`src/rtl/ppri_pkg.sv`:
```
// ----------------------------------------------------------------------------
// ppri_pkg
// Shared types, constants and tables for the planar pose rollout integrator.
// ----------------------------------------------------------------------------
`default_nettype none

package ppri_pkg;

  localparam int CORDIC_ITERATIONS = 16;
  localparam int ATAN_ENTRIES      = 24;
  localparam int NUM_ITER          = (CORDIC_ITERATIONS < ATAN_ENTRIES) ?
                                     CORDIC_ITERATIONS : ATAN_ENTRIES;
  localparam int ITER_W            = (NUM_ITER > 1) ? $clog2(NUM_ITER) : 1;

  // heading range reduction: remainder by 2*pi through a reciprocal multiply,
  // a subtract and one correcting compare/subtract
  localparam logic [31:0] TWO_PI_U     = 32'd411775;
  localparam logic [13:0] TWO_PI_RECIP = 14'd10430;  // floor(2^32 / TWO_PI_U)

  localparam logic signed [20:0] TWO_PI_Q16  = 21'sd411775;
  localparam logic signed [20:0] PI_Q16      = 21'sd205887;
  localparam logic signed [20:0] HALF_PI_Q16 = 21'sd102944;

  localparam logic signed [33:0] CORDIC_GAIN_Q30 = 34'sd652032874;

  localparam logic [15:0] STEP_TIME_RESET = 16'd3277;

  typedef enum logic [0:0] {
    CFG_STEP_TIME = 1'b0,
    CFG_HOLONOMIC = 1'b1
  } cfg_idx_e;

  typedef struct packed {
    logic               done;
    logic signed [31:0] cos_v;
    logic signed [31:0] sin_v;
  } trig_t;

  function automatic logic [31:0] atan_q30(input logic [4:0] idx);
    logic [31:0] v;
    case (idx)
      5'd0:    v = 32'd843314857;
      5'd1:    v = 32'd497837829;
      5'd2:    v = 32'd263043837;
      5'd3:    v = 32'd133525159;
      5'd4:    v = 32'd67021687;
      5'd5:    v = 32'd33543516;
      5'd6:    v = 32'd16775851;
      5'd7:    v = 32'd8388437;
      5'd8:    v = 32'd4194283;
      5'd9:    v = 32'd2097149;
      5'd10:   v = 32'd1048576;
      5'd11:   v = 32'd524288;
      5'd12:   v = 32'd262144;
      5'd13:   v = 32'd131072;
      5'd14:   v = 32'd65536;
      5'd15:   v = 32'd32768;
      5'd16:   v = 32'd16384;
      5'd17:   v = 32'd8192;
      5'd18:   v = 32'd4096;
      5'd19:   v = 32'd2048;
      5'd20:   v = 32'd1024;
      5'd21:   v = 32'd512;
      5'd22:   v = 32'd256;
      5'd23:   v = 32'd128;
      default: v = 32'd0;
    endcase
    return v;
  endfunction

endpackage

`default_nettype wire

```
`src/rtl/ppri_sincos.sv`:
```
// ----------------------------------------------------------------------------
// ppri_sincos
// Iterative heading reduction and rotation-mode CORDIC giving cos and sin.
// ----------------------------------------------------------------------------
`default_nettype none

module ppri_sincos (
  input  logic                clk_i,
  input  logic                rst_ni,
  input  logic                start_i,
  input  logic signed [31:0]  heading_i,
  output ppri_pkg::trig_t     trig_o
);

  typedef enum logic [2:0] {
    S_IDLE,
    S_QUOT,
    S_REDUCE,
    S_FIX,
    S_FOLD,
    S_ROT,
    S_DONE
  } state_e;

  state_e                         state_q, state_d;
  logic [12:0]                    q_q, q_d;
  logic [31:0]                    rem_q, rem_d;
  logic                           hneg_q, hneg_d;
  logic                           fneg_q, fneg_d;
  logic signed [33:0]             x_q, x_d, y_q, y_d, z_q, z_d;
  logic [ppri_pkg::ITER_W-1:0]    i_q, i_d;

  logic [45:0]        qprod;
  logic [31:0]        qmul;
  logic [32:0]        habs;
  logic signed [20:0] r0, r1, r2;
  logic               fneg;
  logic signed [33:0] xs, ys, at;
  logic signed [33:0] xo, yo;

  assign habs = heading_i[31] ? (33'd0 - {heading_i[31], heading_i})
                              : {1'b0, heading_i};
  // quotient estimate is exact or one low; the correction cycle fixes it
  assign qprod = rem_q * ppri_pkg::TWO_PI_RECIP;
  assign qmul  = {19'd0, q_q} * ppri_pkg::TWO_PI_U;

  always_comb begin
    r0 = hneg_q ? (21'sd0 - $signed({2'b00, rem_q[18:0]}))
                : $signed({2'b00, rem_q[18:0]});
    r1 = r0;
    if (r0 > ppri_pkg::PI_Q16) begin
      r1 = r0 - ppri_pkg::TWO_PI_Q16;
    end else if (r0 < -ppri_pkg::PI_Q16) begin
      r1 = r0 + ppri_pkg::TWO_PI_Q16;
    end
    r2   = r1;
    fneg = 1'b0;
    if (r1 > ppri_pkg::HALF_PI_Q16) begin
      r2   = r1 - ppri_pkg::PI_Q16;
      fneg = 1'b1;
    end else if (r1 < -ppri_pkg::HALF_PI_Q16) begin
      r2   = r1 + ppri_pkg::PI_Q16;
      fneg = 1'b1;
    end
  end

  assign xs = x_q >>> i_q;
  assign ys = y_q >>> i_q;
  assign at = $signed({2'b00, ppri_pkg::atan_q30(5'(i_q))});

  always_comb begin
    state_d = state_q;
    q_d     = q_q;
    rem_d   = rem_q;
    hneg_d  = hneg_q;
    fneg_d  = fneg_q;
    x_d     = x_q;
    y_d     = y_q;
    z_d     = z_q;
    i_d     = i_q;
    case (state_q)
      S_IDLE: begin
        if (start_i) begin
          rem_d   = habs[31:0];
          hneg_d  = heading_i[31];
          state_d = S_QUOT;
        end
      end
      S_QUOT: begin
        q_d     = qprod[44:32];
        state_d = S_REDUCE;
      end
      S_REDUCE: begin
        rem_d   = rem_q - qmul;
        state_d = S_FIX;
      end
      S_FIX: begin
        if (rem_q >= ppri_pkg::TWO_PI_U) begin
          rem_d = rem_q - ppri_pkg::TWO_PI_U;
        end
        state_d = S_FOLD;
      end
      S_FOLD: begin
        fneg_d  = fneg;
        x_d     = ppri_pkg::CORDIC_GAIN_Q30;
        y_d     = '0;
        z_d     = $signed({{13{r2[20]}}, r2}) <<< 14;
        i_d     = '0;
        state_d = S_ROT;
      end
      S_ROT: begin
        if (!z_q[33]) begin
          x_d = x_q - ys;
          y_d = y_q + xs;
          z_d = z_q - at;
        end else begin
          x_d = x_q + ys;
          y_d = y_q - xs;
          z_d = z_q + at;
        end
        i_d = i_q + 1'b1;
        if (i_q == ppri_pkg::ITER_W'(ppri_pkg::NUM_ITER - 1)) begin
          state_d = S_DONE;
        end
      end
      S_DONE: begin
        state_d = S_IDLE;
      end
      default: begin
        state_d = S_IDLE;
      end
    endcase
  end

  always_ff @(posedge clk_i or negedge rst_ni) begin
    if (!rst_ni) begin
      state_q <= S_IDLE;
      q_q     <= '0;
      rem_q   <= '0;
      hneg_q  <= 1'b0;
      fneg_q  <= 1'b0;
      x_q     <= '0;
      y_q     <= '0;
      z_q     <= '0;
      i_q     <= '0;
    end else begin
      state_q <= state_d;
      q_q     <= q_d;
      rem_q   <= rem_d;
      hneg_q  <= hneg_d;
      fneg_q  <= fneg_d;
      x_q     <= x_d;
      y_q     <= y_d;
      z_q     <= z_d;
      i_q     <= i_d;
    end
  end

  assign xo = fneg_q ? (34'sd0 - x_q) : x_q;
  assign yo = fneg_q ? (34'sd0 - y_q) : y_q;

  assign trig_o.done  = (state_q == S_DONE);
  assign trig_o.cos_v = xo[31:0];
  assign trig_o.sin_v = yo[31:0];

endmodule

`default_nettype wire

```
`src/rtl/planar_pose_rollout_integrator.sv`:
```
// ----------------------------------------------------------------------------
// planar_pose_rollout_integrator
// Advances a planar pose one fixed-point unicycle/holonomic step per transaction.
// ----------------------------------------------------------------------------
//   channel   direction  handshake              payload
//   in        sink       in_valid_i/in_ready_o  first_step, start pose, velocities
//   out       source     out_valid_o/out_ready_i pos_x, pos_y, heading
//   cfg       sink       cfg_valid_i/cfg_ready_o cfg_index_i, cfg_data_i
//
// A transaction runs the remainder by 2*pi (quotient estimate, subtract,
// correction), a fold, one CORDIC iteration per cycle, the cos/sin hand-over,
// the products on the shared 32x17 multiplier, the output register and an
// idle state with in_ready_o high.
// A result held by out_ready_i low stalls the next transaction at the output.
// Reset clears the pose to zero, step time to 3277, holonomic mode off.
// ----------------------------------------------------------------------------
`default_nettype none

module planar_pose_rollout_integrator (
  input  logic               clk_i,
  input  logic               rst_ni,
  input  logic               in_valid_i,
  output logic               in_ready_o,
  input  logic               first_step_i,
  input  logic signed [31:0] start_x_i,
  input  logic signed [31:0] start_y_i,
  input  logic signed [31:0] start_heading_i,
  input  logic signed [15:0] vel_forward_i,
  input  logic signed [15:0] vel_lateral_i,
  input  logic signed [15:0] vel_turn_i,
  output logic               out_valid_o,
  input  logic               out_ready_i,
  output logic signed [31:0] pos_x_o,
  output logic signed [31:0] pos_y_o,
  output logic signed [31:0] heading_o,
  input  logic               cfg_valid_i,
  output logic               cfg_ready_o,
  input  logic [0:0]         cfg_index_i,
  input  logic [15:0]        cfg_data_i
);

  typedef enum logic [1:0] {
    S_IDLE,
    S_TRIG,
    S_MUL,
    S_EMIT
  } state_e;

  state_e             state_q;
  logic [2:0]         m_q;
  logic [15:0]        step_time_q;
  logic               holo_q;
  logic signed [31:0] acc_x_q, acc_y_q, acc_h_q;
  logic signed [15:0] vf_q, vl_q, vt_q;
  logic signed [31:0] c_q, s_q;
  logic signed [48:0] prod_q;
  logic signed [49:0] dx_q, dy_q;
  logic               out_valid_q;
  logic signed [31:0] out_x_q, out_y_q, out_h_q;

  logic               in_acc;
  logic signed [31:0] trig_heading;
  ppri_pkg::trig_t    trig;
  logic signed [31:0] mul_a;
  logic signed [16:0] mul_b;
  logic signed [16:0] dt_s;
  logic signed [49:0] prod_x;

  function automatic logic signed [31:0] rnd26(input logic signed [49:0] v);
    logic signed [49:0] t;
    t = (v + (50'sd1 <<< 25)) >>> 26;
    return t[31:0];
  endfunction

  function automatic logic signed [33:0] rnd_sh(input logic signed [49:0] v,
                                                input logic [4:0] sh);
    logic signed [49:0] t;
    t = (v + (50'sd1 <<< (sh - 5'd1))) >>> sh;
    return t[33:0];
  endfunction

  function automatic logic signed [31:0] sat_add(input logic signed [31:0] a,
                                                 input logic signed [33:0] d);
    logic signed [34:0] r;
    logic signed [31:0] o;
    r = $signed({{3{a[31]}}, a}) + $signed({d[33], d});
    if (r > 35'sd2147483647) begin
      o = 32'sh7fffffff;
    end else if (r < -35'sd2147483648) begin
      o = 32'sh80000000;
    end else begin
      o = r[31:0];
    end
    return o;
  endfunction

  assign in_ready_o   = (state_q == S_IDLE);
  assign in_acc       = in_valid_i && in_ready_o;
  assign cfg_ready_o  = 1'b1;
  assign trig_heading = first_step_i ? start_heading_i : acc_h_q;
  assign dt_s         = $signed({1'b0, step_time_q});
  assign prod_x       = $signed({prod_q[48], prod_q});

  ppri_sincos u_sincos (
    .clk_i     (clk_i),
    .rst_ni    (rst_ni),
    .start_i   (in_acc),
    .heading_i (trig_heading),
    .trig_o    (trig)
  );

  // shared multiplier operand schedule
  always_comb begin
    mul_a = c_q;
    mul_b = $signed({vf_q[15], vf_q});
    case (m_q)
      3'd0: begin
        mul_a = c_q;
        mul_b = $signed({vf_q[15], vf_q});
      end
      3'd1: begin
        mul_a = s_q;
        mul_b = $signed({vf_q[15], vf_q});
      end
      3'd2: begin
        mul_a = s_q;
        mul_b = $signed({vl_q[15], vl_q});
      end
      3'd3: begin
        mul_a = c_q;
        mul_b = $signed({vl_q[15], vl_q});
      end
      3'd4: begin
        mul_a = rnd26(dx_q);
        mul_b = dt_s;
      end
      3'd5: begin
        mul_a = rnd26(dy_q);
        mul_b = dt_s;
      end
      3'd6: begin
        mul_a = $signed({{16{vt_q[15]}}, vt_q});
        mul_b = dt_s;
      end
      default: begin
        mul_a = c_q;
        mul_b = dt_s;
      end
    endcase
  end

  always_ff @(posedge clk_i) begin
    prod_q <= mul_a * mul_b;
    if (in_acc) begin
      vf_q <= vel_forward_i;
      vl_q <= vel_lateral_i;
      vt_q <= vel_turn_i;
    end
    if (trig.done) begin
      c_q <= trig.cos_v;
      s_q <= trig.sin_v;
    end
    if (state_q == S_MUL) begin
      case (m_q)
        3'd1: dx_q <= prod_x;
        3'd2: dy_q <= prod_x;
        3'd3: if (holo_q) dx_q <= dx_q - prod_x;
        3'd4: if (holo_q) dy_q <= dy_q + prod_x;
        default: begin
        end
      endcase
    end
  end

  always_ff @(posedge clk_i or negedge rst_ni) begin
    if (!rst_ni) begin
      state_q     <= S_IDLE;
      m_q         <= '0;
      step_time_q <= ppri_pkg::STEP_TIME_RESET;
      holo_q      <= 1'b0;
      acc_x_q     <= '0;
      acc_y_q     <= '0;
      acc_h_q     <= '0;
      out_valid_q <= 1'b0;
      out_x_q     <= '0;
      out_y_q     <= '0;
      out_h_q     <= '0;
    end else begin
      if (cfg_valid_i && cfg_ready_o) begin
        case (cfg_index_i)
          ppri_pkg::CFG_STEP_TIME: step_time_q <= cfg_data_i;
          ppri_pkg::CFG_HOLONOMIC: holo_q      <= cfg_data_i[0];
          default: begin
          end
        endcase
      end
      if (out_valid_q && out_ready_i && state_q != S_EMIT) begin
        out_valid_q <= 1'b0;
      end
      case (state_q)
        S_IDLE: begin
          if (in_acc) begin
            if (first_step_i) begin
              acc_x_q <= start_x_i;
              acc_y_q <= start_y_i;
              acc_h_q <= start_heading_i;
            end
            state_q <= S_TRIG;
          end
        end
        S_TRIG: begin
          if (trig.done) begin
            m_q     <= '0;
            state_q <= S_MUL;
          end
        end
        S_MUL: begin
          m_q <= m_q + 3'd1;
          case (m_q)
            3'd5: acc_x_q <= sat_add(acc_x_q, rnd_sh(prod_x, 5'd16));
            3'd6: acc_y_q <= sat_add(acc_y_q, rnd_sh(prod_x, 5'd16));
            3'd7: begin
              acc_h_q <= sat_add(acc_h_q, rnd_sh(prod_x, 5'd12));
              state_q <= S_EMIT;
            end
            default: begin
            end
          endcase
        end
        S_EMIT: begin
          if (!out_valid_q || out_ready_i) begin
            out_valid_q <= 1'b1;
            out_x_q     <= acc_x_q;
            out_y_q     <= acc_y_q;
            out_h_q     <= acc_h_q;
            state_q     <= S_IDLE;
          end
        end
        default: begin
          state_q <= S_IDLE;
        end
      endcase
    end
  end

  assign out_valid_o = out_valid_q;
  assign pos_x_o     = out_x_q;
  assign pos_y_o     = out_y_q;
  assign heading_o   = out_h_q;

`ifndef SYNTH
  a_trig_only_when_waiting: assert property (@(posedge clk_i) disable iff (!rst_ni)
    trig.done |-> state_q == S_TRIG)
    else $error("trig result outside of wait state");

  a_busy_after_accept: assert property (@(posedge clk_i) disable iff (!rst_ni)
    in_acc |=> !in_ready_o)
    else $error("input ready right after a transaction");

  a_trig_bounded: assert property (@(posedge clk_i) disable iff (!rst_ni)
    trig.done |-> (trig.cos_v <= 32'sd1100000000 && trig.cos_v >= -32'sd1100000000
                   && trig.sin_v <= 32'sd1100000000 && trig.sin_v >= -32'sd1100000000))
    else $error("cordic output out of range");

  a_emit_loads_output: assert property (@(posedge clk_i) disable iff (!rst_ni)
    (state_q == S_EMIT && (!out_valid_q || out_ready_i)) |=> out_valid_o)
    else $error("result not presented");
`endif

endmodule

`default_nettype wire
```
`config.mk`:
```
export PLATFORM = sky130hd
export DESIGN_NAME = planar_pose_rollout_integrator
export DESIGN_NICKNAME = d
export VERILOG_FILES = /design/src/rtl/ppri_pkg.sv /design/src/rtl/ppri_sincos.sv /design/src/rtl/planar_pose_rollout_integrator.sv
export SDC_FILE = /design/constraint.sdc
export NUM_CORES = 2
export LEC_CHECK = 0
export BUFFER_PORTS_ARGS = -buffer_cell sky130_fd_sc_hd__buf_2
export CAP_MARGIN = 0
export CORE_MARGIN = 4
export CORE_UTILIZATION = 50
export CTS_CLUSTER_DIAMETER = 40
export DETAILED_ROUTE_END_ITERATION = 12
export PLACE_DENSITY = 0.74
export SETUP_SLACK_MARGIN = 0.3
export SYNTH_ARGS = -nofsm -noshare
export SYNTH_HDL_FRONTEND = slang
export SYNTH_SLANG_ARGS = --single-unit
```
`constraint.sdc`:
```
create_clock -name clk_i -period 23.8 [get_ports clk_i]
set_input_delay 1.19 -clock clk_i [delete_from_list [all_inputs] [get_ports clk_i]]
set_output_delay 1.19 -clock clk_i [all_outputs]
set_load 0.01 [all_outputs]
```
==> summary.txt <==
Yosys
  • Count of state elements after synthesis: ~630
  • EDFF count, synth: 212
  • Post-synthesis cell type with the largest combined area: fa_1
  • Nets in the synthesized netlist: 11005
  • Cell count after synthesis: just over 9000
  • Share of flip-flops with an asynchronous set or reset: between 50% and 60%
  • Ranking of synthesized cells by area: fa_1, ha_1, dfrtp_1, edfxtp_1, inv_1
  • Fraction of post-synthesis cell area in the top cell type by area: between 10% and 20%
  • Leading register cell type out of synthesis: dfrtp_1
  • Synth warnings: 0
  • Post-synthesis instance area: approximately 83000 um^2
  • Distinct cells, synth: around 120
  • Portion of the post-synthesis area used by sequential elements: 20.14%
  • Synth Area per Inst: 8.897 um^2

Route
  • Vias: 69615
  • DR iter-0 viols: 6083
  • # DRC: 0
  • Total iterations of the first detailed-routing run: 7
  • Vias per std cell: approximately 6
  • Post-route antenna net violation count: 0
  • Mean routed wirelength per cell: between 20 and 25 um
  • Total length of routed wires: between 200000 and 300000 um

STA
  • Post-layout minimum cycle time: between 10 and 15 ns
  • F_max: 0.09502 GHz
  • Setup Viol. Count Final: 0
  • Number of hold violations in the final report: 0
  • Worst setup slack after layout: ~13 ns
  • Final worst path period share: 44.22%
  • Setup Total Neg Slack: 0 ns
  • Transition time at the pin with the least slew margin: ~1.1 ns
  • Worst-case hold slack: 0.4855 ns
  • Worst clock skew: 0.05847 ns
  • Unrepaired setup endpoints after global routing: no
  • Count of pins over their slew limit: 0
  • Rel. slew slack: between 20% and 30%

Global routing
  • Met1 track demand over resource: a little under two fifths
  • Layer with the highest usage after global routing: met2
  • Maximum number of pins on one net before global-route repair: 165
  • Vias in the first global route: just over 70000
  • Antenna violations before repair: 10
  • Total gr overflow: 0
  • GRT Overall Usage: about 29%
  • Grt met2 use: between 40% and 50%
  • Met3 capacity usage during global routing: around 4.3%
  • Wire length of the first global-routing pass: 397800 um

Cells and area
  • Leading cell types in the layout, fill and taps excluded: inv_1, nand2_1, fa_1
  • Number of filler cells placed in the layout: around 15000
  • Fin nets: ~11000
  • Fraction of final layout cells with drive strength greater than 1: 9.476%
  • Area growth from synthesis to final layout: 9.197%
  • Most common cell after layout, fill and taps aside: inv_1

Flow run
  • Max Cap Viol: 0

Setup path
  • CP max-delay cell: dfrtp_2
  • Cell seen most often among critical-path stages: fa_1
  • Element type at the critical path start: register
  • Largest fanout on the critical path: between 60 and 70
  • Slack of the worst reg-to-reg path: approximately 13 ns
  • Setup CP Type: reg2reg
  • Required time at the worst-slack endpoint: between 20 and 25 ns
  • Worst path max stage delay: between 1 and 1.5 ns
  • Kind of capture point of the worst setup path: register
  • Data arrival time of the worst path: 11.11 ns

CTS
  • Clock slew at the register clock pins of the worst setup and hold paths: about 0.05 ns
  • Clock tree from TritonCTS: yes
  • Library cell used as clock root buffer: clkbuf_16
  • Number of H-tree branching levels: 3
  • Maximum clock path buffer count: 3
  • Resized Gates After CTS: 0
  • TritonCTS buffer count: 117
  • Hold-fix buffers at CTS: 0
  • Post-CTS Setup Bufs: 0
  • Insertion delay of the later-clocked pin in the worst-skew pair: around 0.8 ns
  • Clk sink count: 632

Placed design
  • Final Wtd Congestion: between 0.9 and 1
  • Placed wire-length estimate after detailed placement: 199100 um
  • Worst slack, placed: about 13 ns
  • Port Buf Inserts: 264

Floorplan
  • Number of top-level pins: 266
  • Core ar.: 163500 um^2
  • Number of placement rows: 148
  • Area of the die: around 170000 um^2
  • Starting density of the core: approximately half
  • Horizontal die dimension: approximately 410 um
  • Vertical die dimension: a little over 400 um

Status
  • Outcome: complete, no violations

Hold path
  • Hold crit path type: reg2reg
layout make-up:
cell class / instances / area (um^2) / share of cell area (%)
clock inverter: 69 / 897.1 / 0.9943
antenna: 5 / 12.51 / 0.01387
tap: 2175 / 2721 / 3.016
timing repair buffer: 362 / 2082 / 2.308
inverter: 1147 / 4305 / 4.772
multi-input combinational: 7124 / 60300 / 66.83
sequential: 632 / 16650 / 18.46
clock buffer: 153 / 3249 / 3.602
state kept, by name, indices dropped and copies added (netlist names), 34 cells and up:
register / cells
dx_q: 50
prod_q: 49
u_sincos.y_q: 34
dy_q: 50
u_sincos.z_q: 34
u_sincos.x_q: 34
critical path, delay by kind of cell (launching register included):
kind | cells | cell delay [ns]
adder cells (fa/ha/maj) | 7 | 3.38
AO/OA/AOI/OAI | 11 | 3.23
AND/OR/NAND/NOR | 6 | 1.83
flip-flops | 1 | 1.06
buffers and inverters | 3 | 0.67
XOR/XNOR | 1 | 0.12
cells by family (layout without fill, tap and decap cells):
family | after synthesis | count (layout) | synth area share [%]
muxes | 311 | 311 | 4.804
AOI/OAI and AO/OA | 2096 | 2096 | 16.23
other | 1 | 6 | 0.004539
buffers and inverters | 1531 | 1731 | 7.087
xor gates and xnor gates | 680 | 680 | 7.263
adders and majority gates | 1551 | 1551 | 30.72
and+or+nand+nor | 2485 | 2485 | 13.75
DFF | 632 | 632 | 20.14
synth_stat cells, types with 65 or more instances:
cell	n
inv_1	1140
o21ai_0	494
dfrtp_1	364
nand2b_1	91
o21a_1	82
mux2_2	144
clkbuf_1	295
ha_1	755
edfxtp_1	212
nor2b_1	65
a21o_1	199
nor2_1	795
nand2_1	860
fa_1	796
mux2i_1	113
xor2_1	217
a21oi_1	577
a31oi_1	71
and3_1	91
nor3_1	82
or3_1	92
o31ai_1	70
xnor2_1	457
nand3_1	147
stage by stage:
stage                     cell area, um^2  utilization [%]  cells
final                               90220            55.18  11667
after global routing                90220            55.18  11666
after CTS                           90210            55.17  11662
after detailed placement            86060            52.63  11440
after global placement              86060            52.63  11440
after floorplan                     82620                -   9287
routing by layer:
| metal | wire [um] | vias to the layer above |
|---|---|---|
| met5 | 56 | - |
| met4 | 15020 | 8 |
| met3 | 18620 | 647 |
| met2 | 118900 | 2871 |
| met1 | 99750 | 34202 |
| li1 | - | 31887 |
worst paths after layout:
kind                                  start          endpoint  cells after the start
setup / recovery                     m_q[2]        prod_q[48]                     28
hold / removal             u_sincos.z_q[11]  u_sincos.z_q[11]                      2
setup reg to reg                     m_q[2]        prod_q[48]                     28
hold reg to reg            u_sincos.z_q[11]  u_sincos.z_q[11]                      2
max in group asynchronous            rst_ni        pos_x_o[6]                      3
min in group asynchronous            rst_ni  u_sincos.y_q[22]                      1
Power is left out: the tool's default activity adds up to more than one toggle a clock period on the data nets, which glitch-free logic cannot reach.
